`config.mk`:
```
export PLATFORM = sky130hd
export DESIGN_NAME = rdi_ctrl
export DESIGN_NICKNAME = d
export VERILOG_FILES = /design/src/rtl/core/row_dispersion_index_assert.svh /design/src/rtl/core/rdi_pkg.sv /design/src/rtl/core/rdi_ctrl.sv
export SDC_FILE = /design/constraint.sdc
export NUM_CORES = 1
export LEC_CHECK = 0
export BUFFER_PORTS_ARGS = -buffer_cell sky130_fd_sc_hd__buf_2
export CAP_MARGIN = 20
export CORE_AREA = 2 2 41 43
export DETAILED_ROUTE_END_ITERATION = 6
export DIE_AREA = 0 0 43 45
export HOLD_SLACK_MARGIN = 0.1
export PLACE_DENSITY = 0.81
export SETUP_SLACK_MARGIN = 0.4
export SLEW_MARGIN = 20
export SYNTH_ARGS = -nofsm -noshare
export SYNTH_HDL_FRONTEND = slang
export SYNTH_SLANG_ARGS = --single-unit
```
`constraint.sdc`:
```
create_clock -name clk -period 2 [get_ports clk]
set_input_delay 0.4 -clock clk [delete_from_list [all_inputs] [get_ports clk]]
set_output_delay 0.4 -clock clk [all_outputs]
set_load 0.02 [all_outputs]
```
`src/rtl/core/row_dispersion_index_assert.svh`:
```
// Assertion macros shared by the row dispersion index RTL.
// Included by files that carry concurrent assertions; needs no package.
`ifndef ROW_DISPERSION_INDEX_ASSERT_SVH
`define ROW_DISPERSION_INDEX_ASSERT_SVH

// The consequent must hold in the same cycle as the antecedent.
`define RDI_ASSERT_IMPLIES(lbl, clk_s, rst_s, ante, cons) \
  lbl: assert property (@(posedge clk_s) disable iff (rst_s) (ante) |-> (cons)) \
    else $error("rdi: same-cycle implication failed");

// The consequent must hold in the cycle after the antecedent.
`define RDI_ASSERT_NEXT(lbl, clk_s, rst_s, ante, cons) \
  lbl: assert property (@(posedge clk_s) disable iff (rst_s) (ante) |=> (cons)) \
    else $error("rdi: next-cycle implication failed");

`endif

```
`src/rtl/core/rdi_pkg.sv`:
```
// Package for the row dispersion index block: widths, register indexes and
// the command and status structs between controller and datapath. No dependencies.
package rdi_pkg;

  // Sizing of the row buffer and the sample path.
  localparam int BOOT_MAX  = 1024;
  localparam int SAMPLE_W  = 24;
  localparam int ADDR_W    = $clog2(BOOT_MAX);
  localparam int CNT_W     = $clog2(BOOT_MAX + 1);
  localparam int SUM_W     = SAMPLE_W + ADDR_W;
  localparam int DEV_W     = 2 * SAMPLE_W + ADDR_W;
  localparam int DIV_CNT_W = $clog2(DEV_W + 1);

  // Fixed field and register widths.
  localparam int ROW_W      = 24;
  localparam int OUT_W      = 48;
  localparam int BOOT_CFG_W = 11;
  localparam int ROWS_CFG_W = 25;
  localparam int CFG_W      = 25;
  localparam int CFG_IDX_W  = 2;

  // Register indexes on the configuration port.
  localparam logic [CFG_IDX_W-1:0] REG_BOOT_COUNT = 2'd0;
  localparam logic [CFG_IDX_W-1:0] REG_ROW_COUNT  = 2'd1;

  // Reset values and limits of the registers.
  localparam logic [BOOT_CFG_W-1:0] BOOT_RESET = 11'd100;
  localparam logic [ROWS_CFG_W-1:0] ROWS_RESET = 25'd2;
  localparam logic [ROWS_CFG_W-1:0] ROWS_LIMIT = 25'h1000000;

  // Commands from the controller to the datapath.
  typedef struct packed {
    logic accept;     // a sample transaction completes this cycle
    logic div_start;  // launch the serial divider
    logic div_disp;   // divider run is the final quotient, not the mean
    logic mean_load;  // capture the mean and clear the scan state
    logic scan_rd;    // read the next buffer entry
    logic load_out;   // move the finished row into the output register
  } cmd_t;

  // Status from the datapath to the controller.
  typedef struct packed {
    logic row_end;    // the sample on offer closes the row
    logic mean_zero;  // the captured mean is zero
    logic scan_last;  // this read is the final entry of the row
    logic pipe_empty; // no squared deviation still in flight
    logic div_done;   // divider quotient is final
    logic out_free;   // output register can take a new result
  } sts_t;

endpackage

```
`src/rtl/core/rdi_ctrl.sv`:
```
// Controller of the row dispersion index: sequences sample intake, the mean,
// the deviation scan, the final division and the result hand-off. Depends on rdi_pkg.
module rdi_ctrl (
  input  logic          clk,
  input  logic          rst,
  input  logic          in_valid,
  output logic          in_ready,
  input  rdi_pkg::sts_t sts,
  output rdi_pkg::cmd_t cmd
);
  import rdi_pkg::*;

  typedef enum logic [8:0] {
    S_IDLE   = 9'b000000001,
    S_MSTART = 9'b000000010,
    S_MWAIT  = 9'b000000100,
    S_CHECK  = 9'b000001000,
    S_SCAN   = 9'b000010000,
    S_DRAIN  = 9'b000100000,
    S_DSTART = 9'b001000000,
    S_DWAIT  = 9'b010000000,
    S_OUT    = 9'b100000000
  } state_t;

  state_t state;
  state_t state_next;

  // State register.
  always_ff @(posedge clk) begin
    if (rst) begin
      state <= S_IDLE;
    end else begin
      state <= state_next;
    end
  end

  // Next state and commands.
  always_comb begin
    state_next = state;
    cmd        = '0;
    in_ready   = 1'b0;
    unique case (state)
      S_IDLE: begin
        in_ready   = 1'b1;
        cmd.accept = in_valid;
        if (in_valid && sts.row_end) begin
          state_next = S_MSTART;
        end
      end
      S_MSTART: begin
        cmd.div_start = 1'b1;
        state_next    = S_MWAIT;
      end
      S_MWAIT: begin
        if (sts.div_done) begin
          cmd.mean_load = 1'b1;
          state_next    = S_CHECK;
        end
      end
      S_CHECK: begin
        state_next = sts.mean_zero ? S_OUT : S_SCAN;
      end
      S_SCAN: begin
        cmd.scan_rd = 1'b1;
        if (sts.scan_last) begin
          state_next = S_DRAIN;
        end
      end
      S_DRAIN: begin
        if (sts.pipe_empty) begin
          state_next = S_DSTART;
        end
      end
      S_DSTART: begin
        cmd.div_start = 1'b1;
        cmd.div_disp  = 1'b1;
        state_next    = S_DWAIT;
      end
      S_DWAIT: begin
        if (sts.div_done) begin
          state_next = S_OUT;
        end
      end
      S_OUT: begin
        if (sts.out_free) begin
          cmd.load_out = 1'b1;
          state_next   = S_IDLE;
        end
      end
      default: begin
        state_next = S_IDLE;
      end
    endcase
  end

endmodule

```
; ---- Word-level counts from Yosys, hierarchy flattened
; Cells that the tools add are included.
; W data, S select, Z words.
[op_classes]
n_eq_ne = 15
n_mux = 17
n_reduce_logical = 3
[ops]
columns = op, n
row1 = $pmux W9 S9, 1
row2 = $mux W9, 7
row3 = $ne A2 B2 Y1 const B, 6
row4 = $eq A9 B1 Y1 const B, 1
row5 = $eq A9 B2 Y1 const B, 1
row6 = $eq A9 B3 Y1 const B, 1
row7 = $eq A9 B4 Y1 const B, 1
row8 = $eq A9 B5 Y1 const B, 1
row9 = $eq A9 B6 Y1 const B, 1
row10 = $eq A9 B7 Y1 const B, 1
row11 = $eq A9 B8 Y1 const B, 1
row12 = $eq A9 B9 Y1 const B, 1
row13 = $mux W1, 9
row14 = $reduce_and A6 Y1, 1
row15 = $reduce_or A2 Y1, 1
row16 = $logic_and A1 B1 Y1, 1
[totals]
reg_bits = 9
input_bits = 9
out_inout_bits = 7

; ---- Logic depth before layout (Yosys ltp)
[depth]
word_depth = 3
ltp_mapped = 6
depth_no_buf = 5

; ---- Least setup slack after synthesis
; No wires, ideal clock.
[synth_timing]
kind = flip-flop to output port
from = register state[4]
to = output port cmd[4] (netlist bit)
arrival_ns = 1.558
t_required_ns = 1.600
slack_ns = 0.042
stages_incl_launch_ff = 6
n_path_buf = 1
cell_sequence = dfxtp_1 buf_6 nor2_1 nand2_1 nor3_1 nor3b_1
[synth_rtl]
columns = element, line
row1 = start: declaration, rdi_ctrl.sv:25  ; state_t state;
row2 = start signal: assignment, rdi_ctrl.sv:33  ; state <= state_next;
row3 = end: declaration, rdi_ctrl.sv:9  ; output rdi_pkg::cmd_t cmd

==> results.cfg <==
[status]
status = completed

[sta]
max_freq_ghz = 0.532
post-route-period-util_pct = 94.0
tns_ns = 0
skew_ns = 0.00762
setup_violations = 0
report.final.slew_viol_count = 0
worst_pin_slew_ns = 0.364
slew-limit-headroom_pct = 75.4
rsz0062_at_grt = yes
hold_viol_final = 0
fin_crit_ns = 1.88

[synth]
ys_seq_area_share_pct = 24.6
yosys_warnings = 0
synth-seq-cells = 9
yosys.cell_types.count = 38
syn-instance-count = 88
syn-num-nets = 97
synthesis.area_um2 = 732
syn_area_per_cell_um2 = 8.32

[grt]
antenna_found_initial = 0
grt_pass1_vias = 861
grt_max_degree = 11
track_usage_pct = 31.0
grt_pass1_wl_mm = 4.26
overflow = 0

[die]
die_h_um = 45
fp-row-count = 14
die_area_mm2 = 0.00194
core_mm2 = 0.00147
pin_count = 16
initial_core_util_pct = 49.7
die_w_um = 43

[cells_and_area]
diodes = 0
largest_register_ff_count = 9
layout_common_cells = buf_4, buf_6, buf_2, dfxtp_4, o21ai_0
stdcell_count = 143
fin_nets = 137
largest_register = state
final_common_cell = buf_4
layout-drive-gt1-share_pct = 65.4
final_area_mm2 = 0.00123
reg_top3 = state (9)
area_delta_synth_final_pct = 68.2

[critical_path]
crit_slowest_cell = dfxtp_4
start_kind = register
worstSetupPathType = register to output port
cp-end-kind = output port
arrival_ns = 1.48
critPathMaxStageDelay_ns = 0.39
required_ns = 1.60
path_cells = nor4_4, nand3_2, inv_2, and2_4, buf_6
cp_max_fo = 6

[power_and_ir_drop]
ir_drop_v = 0.000829
p_leak_nw = 0.494
cellPowerDensity_mw_per_mm2 = 804
finalPower_mw = 0.990

[clock_network]
clk_latency_ns = 0.28
postCtsHoldBufs = 0
clk_pin_slew_worst_paths_ns = 0.07
cts_tree = done
h-tree-depth = 1
clock-root-buffer = clkbuf_4
clock_path_buffers = 2
numCtsBuffers = 3
clock-sinks = 9

[routing]
ant_nets = 0
dr.first_iter.drc_count = 42
routedWlPerCell_um = 20.5
drc = 0
first_pass_iters = 4
via_per_inst = 6.43
vias = 919
routed_wl_mm = 2.93

[place]
dpl.cell_count = 110
place.gp.congestion = 0.952
placed_cell_area_um2 = 797
dp_hpwl_mm = 1.18
port_buffers = 15

[hold_path]
worstHoldPathType = primary input to register

[run]
drv_cap = 0
cell families (layout without fill, tap and decap cells):
group / count (synthesis) / count (layout) / synth area share [%]
AND/OR/NAND/NOR: 42 / 42 / 39.7
flip-flops: 9 / 9 / 24.6
XOR/XNOR: 3 / 3 / 3.59
buffers and inverters: 12 / 51 / 12.5
AO/OA/AOI/OAI: 22 / 22 / 19.7
where the power goes:
part | switching (mW) | leakage (nW) | internal [mW] | total, mW
registers | 0.0501 | 0.0789 | 0.194 | 0.244
logic | 0.281 | 0.401 | 0.307 | 0.588
clock network | 0.0809 | 0.0150 | 0.0776 | 0.159
total | 0.412 | 0.494 | 0.578 | 0.990
per-stage QoR:
| step | setup WS [ns] | util (%) | hold slack [ns] |
|---|---|---|---|
| CTS | 0.178 | 78.5 | 0.400 |
| floorplan | 0.379 | - | 0.529 |
| detailed placement | 0.191 | 54.2 | 0.628 |
| global placement | 0.252 | 54.2 | 0.612 |
| global route | 0.0600 | 83.7 | 0.423 |
| finish | 0.120 | 83.7 | 0.407 |
routing by layer:
layer / global-route usage [%] / wire length (um) / vias up / part of all wire, %
met2: 49.7 / 1420 / 47 / 49
met5: 0 / 0 / - / 0
met3: 6.40 / 200 / 15 / 6.8
li1: - / - / 407 / -
met1: 39.3 / 1190 / 450 / 41
met4: 17.0 / 119 / 0 / 4.1
worst paths after layout:
check        depth (start not counted)       end  startpoint  slack [ns]
max                                  5    cmd[5]    state[6]        0.12
min                                  2  state[5]         rst        0.41
max reg2reg                          8  state[5]    state[6]        0.28
min reg2reg                          2  state[7]    state[6]        0.57
Yosys cell counts, drive strengths merged:
library cell / number / area, um2
and3: 1 / 7.51
clkdlybuf4s18: 1 / 10.0
a21oi: 6 / 33.8
nor4: 4 / 25.0
nand4: 1 / 6.26
nor3b: 4 / 35.0
a31oi: 2 / 12.5
a21o: 1 / 7.51
and2: 1 / 6.26
nand3b: 1 / 7.51
nand4bb: 1 / 11.3
nor3: 4 / 31.3
o21ai: 8 / 40.0
or3b: 1 / 8.76
a21boi: 2 / 26.3
buf: 8 / 70.1
nor2: 7 / 31.3
nor4b: 2 / 17.5
a22oi: 1 / 7.51
dfxtp: 9 / 180
xor2: 2 / 17.5
xnor2: 1 / 8.76
nand2: 4 / 15.0
nand3: 4 / 25.0
a211o: 1 / 8.76
and3b: 1 / 10.0
and4: 3 / 26.3
inv: 3 / 11.3
nand4b: 3 / 26.3
o21bai: 1 / 7.51
worst max-delay path: cells and delay by family, from the launching register on:
family	cells	cell delay (ns)
flip-flops	1	0.39
AND/OR/NAND/NOR	3	0.61
buffers and inverters	2	0.19
timing repair:
item / in CTS / in global routing
pin swaps: 17 / 7
hold endpoints to repair: 0 / 0
setup buffers: 25 / 4
gates resized for setup: 45 / 10
setup endpoints to repair: 11 / 16
area by class of cell:
type	count	area [um2]
Multi-Input combinational cell	67	594
Timing Repair Buffer	44	368
Fill cell	87	240
Sequential cell	9	211
Clock buffer	4	26.3
Tap cell	16	20.0
Inverter	3	11.3
(Power assumes the default switching activity.)
